--- src/sv/esc_pkg.sv ---
// esc_pkg: shared constants, types and calendar functions for the
// epoch seconds to calendar date block. no dependencies.
package esc_pkg;

  localparam int SECS_W  = 32;
  localparam int DAYS_W  = 16;
  localparam int YEAR_W  = 12;
  localparam int MONTH_W = 4;
  localparam int DAY_W   = 5;
  localparam int YLEN_W  = 9;

  // 86400 = 675 << 7; days = ((secs >> 7) * ceil(2^35 / 675)) >> 35, exact below 2^25
  localparam int DAY_SHIFT   = 7;
  localparam int QUOT_W      = SECS_W - DAY_SHIFT;
  localparam int RECIP_W     = 26;
  localparam int RECIP_SHIFT = 35;
  localparam int PROD_W      = QUOT_W + RECIP_W;

  localparam logic [RECIP_W-1:0] DAY_RECIP    = RECIP_W'(50903317);
  localparam logic [YEAR_W-1:0]  FIRST_YEAR   = YEAR_W'(1970);
  localparam logic [1:0]         FIRST_MOD4   = 2'(1970 % 4);
  localparam logic [6:0]         FIRST_MOD100 = 7'(1970 % 100);
  localparam logic [8:0]         FIRST_MOD400 = 9'(1970 % 400);
  localparam logic [6:0]         LAST_MOD100  = 7'd99;
  localparam logic [8:0]         LAST_MOD400  = 9'd399;

  localparam logic [MONTH_W-1:0] MONTH_JAN = MONTH_W'(1);
  localparam logic [MONTH_W-1:0] MONTH_FEB = MONTH_W'(2);
  localparam logic [MONTH_W-1:0] MONTH_APR = MONTH_W'(4);
  localparam logic [MONTH_W-1:0] MONTH_JUN = MONTH_W'(6);
  localparam logic [MONTH_W-1:0] MONTH_SEP = MONTH_W'(9);
  localparam logic [MONTH_W-1:0] MONTH_NOV = MONTH_W'(11);
  localparam logic [MONTH_W-1:0] MONTH_DEC = MONTH_W'(12);

  typedef struct packed {
    logic load;
    logic div_step;
    logic year_step;
    logic month_step;
  } esc_cmd_t;

  typedef struct packed {
    logic year_done;
    logic month_done;
  } esc_stat_t;

  function automatic logic [YLEN_W-1:0] year_len(input logic leap);
    return leap ? YLEN_W'(366) : YLEN_W'(365);
  endfunction

  function automatic logic [DAY_W-1:0] month_len(input logic [MONTH_W-1:0] m,
                                                 input logic leap);
    logic [DAY_W-1:0] len;
    case (m)
      MONTH_FEB: len = leap ? DAY_W'(29) : DAY_W'(28);
      MONTH_APR, MONTH_JUN, MONTH_SEP, MONTH_NOV: len = DAY_W'(30);
      default: len = DAY_W'(31);
    endcase
    return len;
  endfunction

endpackage

--- src/sv/esc_ctrl.sv ---
// esc_ctrl: sequencer for the date conversion
// depends on esc_pkg; drives esc_dpath by command struct
module esc_ctrl
  import esc_pkg::*;
(
  input  logic      clk,
  input  logic      rst_n,
  input  logic      start,
  output logic      busy,
  output logic      out_valid,
  output esc_cmd_t  cmd,
  input  esc_stat_t stat
);

  typedef enum logic [4:0] {
    ST_IDLE  = 5'b00001,
    ST_DIV   = 5'b00010,
    ST_YEAR  = 5'b00100,
    ST_MONTH = 5'b01000,
    ST_DONE  = 5'b10000
  } esc_state_t;

  esc_state_t state_r, state_nxt;

  always_ff @(posedge clk) begin
    if (!rst_n) begin
      state_r <= ST_IDLE;
    end else begin
      state_r <= state_nxt;
    end
  end

  always_comb begin
    state_nxt      = state_r;
    cmd            = '0;
    case (state_r)
      ST_IDLE: begin
        if (start) begin
          cmd.load  = 1'b1;
          state_nxt = ST_DIV;
        end
      end
      ST_DIV: begin
        cmd.div_step = 1'b1;
        state_nxt    = ST_YEAR;
      end
      ST_YEAR: begin
        if (stat.year_done) begin
          state_nxt = ST_MONTH;
        end else begin
          cmd.year_step = 1'b1;
        end
      end
      ST_MONTH: begin
        if (stat.month_done) begin
          state_nxt = ST_DONE;
        end else begin
          cmd.month_step = 1'b1;
        end
      end
      ST_DONE: begin
        state_nxt = ST_IDLE;
      end
      default: begin
        state_nxt = ST_IDLE;
      end
    endcase
  end

  assign busy      = (state_r != ST_IDLE);
  assign out_valid = (state_r == ST_DONE);

endmodule

--- src/sv/esc_dpath.sv ---
// esc_dpath: day division, year walk and month walk registers
// depends on esc_pkg; commanded by esc_ctrl
module esc_dpath
  import esc_pkg::*;
(
  input  logic               clk,
  input  logic [SECS_W-1:0]  secs,
  input  esc_cmd_t           cmd,
  output esc_stat_t          stat,
  output logic [YEAR_W-1:0]  year_q,
  output logic [MONTH_W-1:0] month_q,
  output logic [DAY_W-1:0]   day_q
);

  logic [QUOT_W-1:0]  secs_r;
  logic [DAYS_W-1:0]  days_r;
  logic [YEAR_W-1:0]  year_r;
  logic [MONTH_W-1:0] month_r;
  logic [1:0]         mod4_r;
  logic [6:0]         mod100_r;
  logic [8:0]         mod400_r;

  logic [PROD_W-1:0]  day_prod;
  logic               leap;
  logic [DAYS_W-1:0]  ylen;
  logic [DAYS_W-1:0]  mlen;

  assign day_prod = PROD_W'(secs_r) * PROD_W'(DAY_RECIP);

  assign leap = (mod400_r == '0) || ((mod4_r == '0) && (mod100_r != '0));
  assign ylen = DAYS_W'(year_len(leap));
  assign mlen = DAYS_W'(month_len(month_r, leap));

  assign stat.year_done  = (days_r < ylen);
  assign stat.month_done = (month_r == MONTH_DEC) || (days_r < mlen);

  always_ff @(posedge clk) begin
    if (cmd.load) begin
      secs_r   <= secs[SECS_W-1:DAY_SHIFT];
      days_r   <= '0;
      year_r   <= FIRST_YEAR;
      month_r  <= MONTH_JAN;
      mod4_r   <= FIRST_MOD4;
      mod100_r <= FIRST_MOD100;
      mod400_r <= FIRST_MOD400;
    end else if (cmd.div_step) begin
      days_r <= day_prod[PROD_W-1:RECIP_SHIFT];
    end else if (cmd.year_step) begin
      days_r   <= days_r - ylen;
      year_r   <= year_r + YEAR_W'(1);
      mod4_r   <= mod4_r + 2'd1;
      mod100_r <= (mod100_r == LAST_MOD100) ? 7'd0 : mod100_r + 7'd1;
      mod400_r <= (mod400_r == LAST_MOD400) ? 9'd0 : mod400_r + 9'd1;
    end else if (cmd.month_step) begin
      days_r  <= days_r - mlen;
      month_r <= month_r + MONTH_W'(1);
    end
  end

  assign year_q  = year_r;
  assign month_q = month_r;
  assign day_q   = days_r[DAY_W-1:0] + DAY_W'(1);

endmodule

--- src/sv/epoch_seconds_to_calendar_date.sv ---
// epoch_seconds_to_calendar_date: top level of the epoch to date converter
// depends on esc_pkg, esc_ctrl and esc_dpath
//
// usage:
//   raise start with in_epoch_seconds while busy is low; the transfer happens
//   at that clock edge and busy goes high on the next cycle.
//   the date appears on out_year_number, out_month_number and
//   out_day_of_month for exactly one cycle with out_valid high; the receiver
//   cannot stall it, so it must take the result in that cycle.
//   from the input transfer the sequencer runs through ST_DIV, where the
//   reciprocal multiply does the divide by 86400, then ST_YEAR and ST_MONTH,
//   the year and month walks at one subtraction per cycle, and then ST_DONE.
//   busy drops the cycle after out_valid, so the next transfer can start then;
//   a new input is taken only once the last result has been delivered.
//   reset (rst_n low, synchronous) returns the sequencer to idle; no result
//   in flight is delivered.
module epoch_seconds_to_calendar_date
  import esc_pkg::*;
(
  input  logic               clk,
  input  logic               rst_n,
  input  logic               start,
  output logic               busy,
  input  logic [SECS_W-1:0]  in_epoch_seconds,
  output logic               out_valid,
  output logic [YEAR_W-1:0]  out_year_number,
  output logic [MONTH_W-1:0] out_month_number,
  output logic [DAY_W-1:0]   out_day_of_month
);

  esc_cmd_t  cmd;
  esc_stat_t stat;

  esc_ctrl u_ctrl (
    .clk       (clk),
    .rst_n     (rst_n),
    .start     (start),
    .busy      (busy),
    .out_valid (out_valid),
    .cmd       (cmd),
    .stat      (stat)
  );

  esc_dpath u_dpath (
    .clk     (clk),
    .secs    (in_epoch_seconds),
    .cmd     (cmd),
    .stat    (stat),
    .year_q  (out_year_number),
    .month_q (out_month_number),
    .day_q   (out_day_of_month)
  );

endmodule

--- config.mk ---
export PLATFORM = sky130hd
export DESIGN_NAME = epoch_seconds_to_calendar_date
export DESIGN_NICKNAME = d
export VERILOG_FILES = /design/src/sv/esc_pkg.sv /design/src/sv/esc_ctrl.sv /design/src/sv/esc_dpath.sv /design/src/sv/epoch_seconds_to_calendar_date.sv
export SDC_FILE = /design/constraint.sdc
export NUM_CORES = 1
export LEC_CHECK = 0
export CORE_AREA = 2 2 146 219
export DETAILED_ROUTE_END_ITERATION = 16
export DIE_AREA = 0 0 148 221
export DONT_BUFFER_PORTS = 1
export HOLD_SLACK_MARGIN = 0.15
export PLACE_DENSITY = 0.66
export SLEW_MARGIN = 20
export SYNTH_ARGS = -nofsm -noshare
export SYNTH_HDL_FRONTEND = slang
export SYNTH_SLANG_ARGS = --single-unit
--- constraint.sdc ---
create_clock -name clk -period 11.3 [get_ports clk]
set_input_delay 1.695 -clock clk [delete_from_list [all_inputs] [get_ports clk]]
set_output_delay 1.695 -clock clk [all_outputs]
set_load 0.02 [all_outputs]
* Word-level counts from Yosys, hierarchy flattened
Index checks and enable logic that the tools add are counted.
Widths: inputs -> output; s select.
** Word-level totals
- Flip-flop bits (word level) :: 80
- Logic and storage cells :: 68
- Input port bits :: 35
- Output and inout bits :: 23
** Cells by class
- Bitwise operators :: 2
- Equal/unequal tests :: 17
- Reduce and logical (&&, ||, !) cells :: 11
- Multiply operators :: 1
- $add $sub $neg :: 8
- Order comparisons :: 2
- Mux-type cells :: 19
** Operator list (number)
- $mul 25x26->51 const B :: 1
- $mux 16 :: 3
- $pmux 5 s4 :: 1
- $lt 16x5->1 :: 1
- $lt 16x9->1 :: 1
- $sub 16x5->16 :: 1
- $sub 16x9->16 :: 1
- $mux 5 :: 3
- $add 12x1->12 const B :: 1
- $eq 4x4->1 const B :: 3
- $pmux 5 s2 :: 1
- $add 9x1->9 const B :: 1
- $eq 9x9->1 const B :: 1
- $logic_not 9->1 :: 1
- $mux 9 :: 1
- $eq 4x3->1 const B :: 2
- $mux 1 :: 8
- $add 7x1->7 const B :: 1
- $eq 7x7->1 const B :: 1
- $mux 7 :: 1
- $reduce_bool 7->1 :: 1
- $ne 2x2->1 const B :: 3
- $reduce_and 3->1 :: 2
- $add 5x1->5 const B :: 1
- 17 further kinds :: 19

* Longest topological paths before layout
Gate-level depths: netlist (run 1).
- Word-level depth :: 12
- Gate-level depth with buffers :: 25
- Depth with buffers taken out :: 25

* By module
From an unflattened synthesis (run 1), not the netlist that was laid out.
** Unflattened totals
- Cell total of the unflattened synthesis :: 1414
- Area, all modules :: 13608.1 um2
** Modules (own cells, without submodules)
- esc_dpath :: area an instance 13269.0 um2, instances 1, cells an instance 1375, sequential area each 1751.7 um2
- esc_ctrl :: area an instance 339.1 um2, instances 1, cells an instance 39, sequential area each 100.1 um2

* Worst setup path before layout (run 1)
Ideal clock, no wire load.
- Kind :: reg2reg
- Start :: register u_dpath.secs_r[5]
- End :: register u_dpath.days_r[12]
- Cell stages (with the launch flop) :: 22
- Buffers on the path :: 0
- Setup time :: 128 ps
- Required time :: 11172 ps
- Data arrival time :: 5866 ps
- Setup slack :: 5306 ps
- Clock period less this slack :: 5994 ps
- Cells stage by stage :: edfxtp_1 fa_1 inv_1 fa_1 inv_1 ha_1 fa_1 inv_1 fa_1 fa_1 inv_1 fa_1 ha_1 nand4_1 or3_1 a211o_1 a21oi_2 o211ai_2 o22ai_2 a211oi_2 xnor2_1 o21ai_1
** On the way
- Longest elaborated chain between the ends :: 2
** RTL lines
- start, declared :: line esc_dpath.sv:15 : logic [QUOT_W-1:0] secs_r;
- start signal, assigned :: line esc_dpath.sv:39 : secs_r <= secs[SECS_W-1:DAY_SHIFT];
- $mul 25x26->51 :: line esc_dpath.sv:28 : assign day_prod = PROD_W'(secs_r) * PROD_W'(DAY_RECIP);
- $mux 16 :: line esc_dpath.sv:46 : end else if (cmd.div_step) begin
- end signal, assigned :: line esc_dpath.sv:47 : days_r <= day_prod[PROD_W-1:RECIP_SHIFT];
- end signal, assigned :: line esc_dpath.sv:49 : days_r <= days_r - ylen;
- end signal, assigned :: line esc_dpath.sv:55 : days_r <= days_r - mlen;
- end, declared :: line esc_dpath.sv:16 : logic [DAYS_W-1:0] days_r;
No other way between the ends.
A chain may end at the register's enable or synchronous reset.

* Final worst setup path (run 1)
- Start :: register u_dpath.secs_r[23]
- End :: register u_dpath.days_r[12]
The elaborated chain is that of the path after synthesis.

==> results.md, run 1 <==
* Outcome: finished clean
* Initial antenna violation count at 0
* Top Ports at 58
* Final setup viols at 0
* Hold Slack at 0.519 ns
* DRC at 0
* Remaining antenna violation count at 0
* Largest net degree at the start of global routing at 46
* Drt initial violations at 301
* Worst-path fanout max at 9
* Yosys cell types at 71
* Hold Path Stages at 2
* Layout area overhead at 5.21%
* Clk_lat worst skew at 0.37 ns
* CP max stage cell: fa_1
* Period minus WS final at 6.92 ns
* CP Launch Type: flip-flop
* DR pass1 iterations at 4
* Hold Fails Final Rpt at 0
* Seq cells post-synth at 80
* Clock transition at path regs at 0.07 ns
* Die height at 221 µm
* First-pass GRT wire length at 51900 µm
* Layout cells sized above 1 at 2.59%
* Post-synth EDFFs at 25
* Reg2Reg Capture Point: u_dpath.days_r[12]
* Crit path cell chain: fa_1 > inv_1 > fa_1 > inv_1 > fa_1 > inv_1 > fa_1 > inv_1 > fa_1 > fa_1 > ha_1 > ha_1 > nand3_1 > nor3_1 > o2111ai_1 > a21oi_2 > o211ai_2 > o22ai_2 > a211oi_2 > xnor2_1 > o21ai_1
* Die Footprint at 32700 µm²
* Worst hold-check path type: reg -> reg
* Number of synthesis warnings at 0
* IO Port Bufs at 0
* RSZ-0062 raised after global routing: no
* CTS sink count at 80
* Vias in the first global route at 10500
* Share of the synthesized area in the top cell type at 27.7%
* Row Count at 79
* Post-synthesis sequential area ratio at 13.5%
* # hold bufs at CTS at 0
* Largest area contributor in the netlist: ha_1
* Post-DP HPWL at 27200 µm
* Final worst path period share at 61.3%
* CTS H-Tree Depth at 3
* Fin. max-slew vios at 0
* Nets at 1941
* Total global-route track usage at 20.3%
* CP Data Arrival Time at 7.16 ns
* Dominant synthesized flop cell: dfxtp_1
* Clock Skew at 0.0122 ns
* Total CTS buffers at 9
* WL final at 31500 µm
* Commonest cells after routing, fill and taps aside: inv_1 (372), ha_1 (303), fa_1 (182), dfxtp_1 (55), nand2_1 (53)
* Clk root buf: clkbuf_16
* Worst-margin pin slew at 1.03 ns
* Slew headroom at 31.4%
* Initial Util at 44.4%
* Chip Width at 148 µm
* Hold EP: u_dpath.mod400_r[6]
* Placed Cells at 1815
* Gp weighted congestion at 0.906
* Async SR Flop Fraction at 0%
* Critical path capture point type: flip-flop
* Post-CTS setup buffers at 0
* Fmax at 144 MHz
* Syn Inst Count at 1429
* CP Data Required Time at 11.53 ns
* WL per Instance at 17.2 µm
* FF-to-FF Start: u_dpath.secs_r[23]
* Max-Cap Viols at 0
* Register-to-Register Path Depth at 21
* Total congestion overflow at 0
* N_diodes at 0
* Total Neg Setup Slack at 0 ns
* Reg2reg setup slack at 4.38 ns
* WS Path Type: reg -> reg
* # resized after CTS at 0
* Hold Crit Start: u_dpath.mod400_r[6]
* CP most frequent cell: fa_1
* Avg Vias per Cell at 5.24
* Mapped Area at 13700 µm²
* Longest Clk Path Bufs at 2
* Largest cells by area after synthesis: ha_1 (28%), fa_1 (27%), inv_1 (10%)
* CTS tree: yes
* Vias at 9595
* Most common cell after layout, fill and taps aside: inv_1
* Syn nets at 1949
* Final Non-Filler Cells at 1831
* CORE AREA at 30800 µm²
* Syn Area/Cell at 9.57 µm²
* Max stage delay on crit path at 0.69 ns
==> final cells by class <==
type,instances,area (µm²)
fillers,2938,16400
clock buffers,10,239
clock inverters,6,50.0
multi-input cells,955,10300
inverters,373,1400
well taps,405,507
repair buffers,2,15.0
flip-flops and latches,80,1850
==> stage by stage <==
step           area (µm²)  utilization (%)  setup slack (ns)
2_1_floorplan       13700                -              5.31
3_3_place_gp        14100             45.7              4.43
6_report            14400             46.7              4.38
4_1_cts             14400             46.7              4.33
5_1_grt             14400             46.7              3.99
3_5_place_dp        14100             45.7              4.34
==> sequential cells by signal, indices dropped and copies added, names as in the netlist <==
register,cells
u_dpath.days_r,16
u_dpath.mod4_r,2
u_dpath.month_q,4
u_dpath.secs_r,25
u_dpath.year_q,12
u_dpath.mod400_r,9
u_dpath.mod100_r,7
u_ctrl.state_r,5
==> metal layers <==
| metal | vias up | wire, µm | part of all wire [%] | GRT usage, % |
|---|---|---|---|---|
| li1 | 4627 | - | - | - |
| met4 | 0 | 2030 | 6.4 | 12.4 |
| met5 | - | 0 | 0 | 0 |
| met1 | 4737 | 11300 | 36 | 20.6 |
| met2 | 155 | 17400 | 55 | 38.6 |
| met3 | 76 | 780 | 2.5 | 2.37 |
==> synth_stat cells, types with 9 or more instances <==
master / n
nand3_1: 27
nor3_1: 18
nand2_1: 53
o21ai_0: 44
ha_1: 303
edfxtp_1: 25
nor2_1: 51
clkbuf_1: 13
xnor2_1: 28
a21oi_1: 47
dfxtp_1: 55
and3_1: 9
fa_1: 182
inv_1: 373
xor2_1: 23
nand4_1: 25
a21o_1: 23
==> how the worst max path moves through the flow <==
stage / startpoint / endpoint / slack, ns / cells after the start
floorplan: u_dpath.secs_r[5] / u_dpath.days_r[12] / 5.31 / 21
global placement: u_dpath.secs_r[5] / u_dpath.days_r[12] / 4.43 / 23
detailed placement: u_dpath.secs_r[23] / u_dpath.days_r[12] / 4.34 / 21
CTS: u_dpath.secs_r[23] / u_dpath.days_r[12] / 4.33 / 21
global route: u_dpath.secs_r[23] / u_dpath.days_r[12] / 3.99 / 21
finish: u_dpath.secs_r[23] / u_dpath.days_r[12] / 4.38 / 21
==> cells by family after synthesis <==
family / count (synthesis) / synth area share, %
multiplexers: 3 / 0.229
adder cells (fa/ha/maj): 485 / 54.4
XOR/XNOR: 51 / 3.27
buffers and inverters: 394 / 10.9
AO/OA/AOI/OAI: 193 / 9.55
AND/OR/NAND/NOR: 223 / 8.11
flip-flops: 80 / 13.5
==> critical path: cells and delay by family (launching register included) <==
family | cells | cell delay, ns
adder cells (fa/ha/maj) | 8 | 4.00
AO/OA/AOI/OAI | 6 | 1.21
flip-flops | 1 | 0.62
AND/OR/NAND/NOR | 2 | 0.53
XOR/XNOR | 1 | 0.23
buffers and inverters | 4 | 0.20
Power of run 1 is left out: the tool's default activity adds up to more than one toggle a clock period on the data nets, which glitch-free logic cannot reach.
==> run 2: changes to the inputs <==
--- a/config.mk
+++ b/config.mk
@@ -5,12 +5,13 @@
 export SDC_FILE = /design/constraint.sdc
 export NUM_CORES = 1
 export LEC_CHECK = 0
-export CORE_AREA = 2 2 146 219
+export ABC_AREA = 1
+export CORE_AREA = 2 2 157 236
 export DETAILED_ROUTE_END_ITERATION = 16
-export DIE_AREA = 0 0 148 221
+export DIE_AREA = 0 0 159 238
 export DONT_BUFFER_PORTS = 1
 export HOLD_SLACK_MARGIN = 0.15
-export PLACE_DENSITY = 0.66
+export PLACE_DENSITY = 0.68
 export SLEW_MARGIN = 20
 export SYNTH_ARGS = -nofsm -noshare
 export SYNTH_HDL_FRONTEND = slang
==> constraint.sdc (replaced) <==
create_clock -name clk -period 6 [get_ports clk]
set_input_delay 0.9 -clock clk [delete_from_list [all_inputs] [get_ports clk]]
set_output_delay 0.9 -clock clk [all_outputs]
set_load 0.02 [all_outputs]
==> results.md, run 2 <==
* CTS H-Tree Depth at 3 (unchanged)
* Initial Util at 44.5% (+0.19 points)
* Longest Clk Path Bufs at 2 (unchanged)
* Row Count at 85 (+7.6%)
* # hold bufs at CTS at 0 (unchanged)
* Clk_lat worst skew at 0.37 ns (about the same)
* Crit path cell chain: fa_1 > inv_1 > fa_1 > inv_1 > ha_1 > inv_1 > fa_1 > inv_1 > fa_1 > fa_1 > inv_1 > fa_1 > inv_1 > ha_1 > nand2_2 > inv_1 > a21oi_2 > o21ai_1 > a21oi_1 > nand3_1 > nand2_1 > nand3_1 > a21oi_1
* Hold EP: u_dpath.mod400_r[0]
* Yosys cell types at 51 (-28%)
* CTS sink count at 80 (unchanged)
* Max reg flops at 25 (unchanged)
* Gp weighted congestion at 0.963 (+6.3%)
* First-pass GRT wire length at 68800 µm (+33%)
* Die Footprint at 37800 µm² (+16%)
* CP Launch Type: flip-flop
* Total congestion overflow at 0 (unchanged)
* WS Path Type: reg -> reg
* Fmax at 173 MHz (+20%)
* CP Data Required Time at 6.30 ns (-5.23 ns)
* Number of synthesis warnings at 0 (unchanged)
* CP Data Arrival Time at 6.08 ns (-1.08 ns)
* DRC at 0 (unchanged)
* Largest area contributor in the netlist: ha_1
* Commonest cells post-synth: inv_1 (575), nand2_1 (427), ha_1 (303)
* Drt initial violations at 444 (+48%)
* FF-to-FF Start: u_dpath.secs_r[13]
* Clock transition at path regs at 0.07 ns (about the same)
* Share of the synthesized area in the top cell type at 23.8% (-3.9 points)
* Chip Width at 159 µm (+7.4%)
* Syn Area/Cell at 7.63 µm² (-20%)
* Syn nets at 2606 (+34%)
* Layout area overhead at 9.90%
* Most common cell after layout, fill and taps aside: inv_1
* Register-to-Register Path Depth at 23 (+9.5%)
* Avg Vias per Cell at 4.94 (-5.7%)
* Max stage delay on crit path at 0.59 ns (-0.10 ns)
* Fin. max-slew vios at 0 (unchanged)
* Commonest cells after routing, fill and taps aside: inv_1 (573), nand2_1 (419), ha_1 (293), fa_1 (179), nor2_1 (98)
* Outcome: finished clean
* CP most frequent cell: inv_1
* Post-synth EDFFs at 25 (unchanged)
* Hold Fails Final Rpt at 0 (unchanged)
* Die height at 238 µm (+7.7%)
* Async SR Flop Fraction at 0% (unchanged)
* Total CTS buffers at 9 (unchanged)
* Layout cells sized above 1 at 7.94% (+5.3 points)
* WL final at 43000 µm (+36%)
* Slew headroom at 54.7% (+23 points)
* Mapped Area at 15900 µm² (+16%)
* Fillers at 3557 (+21%)
* WL per Instance at 16.3 µm (-5.2%)
* Initial antenna violation count at 1 (+1)
* Dominant synthesized flop cell: dfxtp_1
* Worst-path fanout max at 4 (-5)
* Period minus WS final at 5.78 ns (-1.14 ns)
* Seq cells post-synth at 80 (unchanged)
* DR pass1 iterations at 5 (+1)
* Post-DP HPWL at 37800 µm (+39%)
* Vias in the first global route at 13600 (+29%)
* CP max stage cell: fa_1
* Vias at 13000 (+36%)
* Worst-margin pin slew at 0.674 ns (-0.354 ns)
* Hold Path Stages at 2 (unchanged)
* Reg2reg setup slack at 0.22 ns (-4.16 ns)
* Largest net degree at the start of global routing at 39 (-15%)
* Worst hold-check path type: reg -> reg
* Final setup viols at 0 (unchanged)
* Reg2Reg Capture Point: u_dpath.days_r[2]
* Cell with the most instances after synthesis: inv_1
* CTS tree: yes
* Register with the most flip-flops: u_dpath.secs_r
* Clock Skew at 0.0125 ns (+0.000307 ns)
* Hold Slack at 0.487 ns (-0.0311 ns)
* Post-synthesis sequential area ratio at 11.6% (-1.9 points)
* Nets at 2670 (+38%)
* Remaining antenna violation count at 0 (unchanged)
* CORE AREA at 35700 µm² (+16%)
* Top Ports at 58 (unchanged)
* Max-Cap Viols at 0 (unchanged)
* Total global-route track usage at 23.5% (+3.2 points)
* Critical path capture point type: flip-flop
* IO Port Bufs at 0 (unchanged)
* Hold Crit Start: u_dpath.mod400_r[0]
* Clk root buf: clkbuf_16
* Largest cells by area after synthesis: ha_1 (24%), fa_1 (23%), inv_1 (14%)
* Final worst path period share at 96.3% (+35 points)
* Syn Inst Count at 2086 (+46%)
run 2: cell types whose count changed after synthesis, moves of 8 or more:
cell,change
o21bai_1,+10
a31oi_1,-8
a21o_1,-20
nor3_1,+8
a21oi_1,+32
o21ai_1,+11
nand3_1,+68
inv_1,+202
nor2_1,+67
nand2_1,+374
or3_1,-8
clkbuf_1,-9
xnor2_1,-24
run 2: critical path: cells and delay by family (launching register included):
family | cells | cell delay [ns]
adders and majority gates | 8 | 3.61
AOI/OAI and AO/OA | 4 | 0.69
DFF | 1 | 0.55
buffers and inverters | 7 | 0.43
and+or+nand+nor | 4 | 0.43
run 2: cell type report:
type	instances	area (µm²)	area share (%)
multi-input cells	1412	12000	68.8
inverters	579	2180	12.4
flip-flops and latches	80	1850	10.6
well taps	478	598	3.42
repair buffers	68	518	2.96
clock buffers	10	239	1.37
clock inverters	6	72.6	0.415
diodes	1	2.50	0.0143
run 2: through the flow:
stage          instances  area, µm²  utilization (%)  worst slack (ns)  TNS (ns)
4_1_cts             2617      17100             47.9            0.0332         0
5_1_grt             2634      17500             49.0           -0.0447   -0.0731
3_5_place_dp        2601      16800             47.0            0.0549         0
6_report            2634      17500             49.0             0.220         0
3_3_place_gp        2601      16800             47.0            0.0702         0
2_1_floorplan       2086      15900                -             0.562         0
run 2: per-layer routing:
layer,global-route usage (%),up-vias,wire [µm]
met4,17.3,0,3560
met3,2.26,130,1140
li1,-,6537,-
met2,44.5,266,22800
met5,0,-,0
met1,23.8,6085,15500
run 2: kinds of logic (layout without fill, tap and decap cells):
family	count (synthesis)	after routing	synth area share, %
and+or+nand+nor	732	732	20.1
xor gates and xnor gates	23	23	1.27
adders and majority gates	485	485	46.7
buffers and inverters	594	663	14.3
AOI/OAI and AO/OA	172	172	6.01
DFF	80	80	11.6
other	0	1	0
run 2: how the worst max path moves through the flow:
stage                  startpoint                 end  cells past startpoint
3_3_place_gp   u_dpath.secs_r[20]   u_dpath.days_r[5]                     23
6_report       u_dpath.secs_r[13]   u_dpath.days_r[2]                     23
2_1_floorplan  u_dpath.secs_r[23]   u_dpath.days_r[3]                     23
4_1_cts        u_dpath.secs_r[20]   u_dpath.days_r[5]                     22
5_1_grt        u_dpath.secs_r[20]  u_dpath.days_r[10]                     22
3_5_place_dp   u_dpath.secs_r[20]   u_dpath.days_r[5]                     23
run 2: what timing repair did:
| item | in CTS | in global routing |
|---|---|---|
| setup buffers | 0 | 16 |
| resized for setup | 0 | 67 |
| endpoints found under the setup margin | 0 | 16 |
Power of run 2 is left out for the same reason.
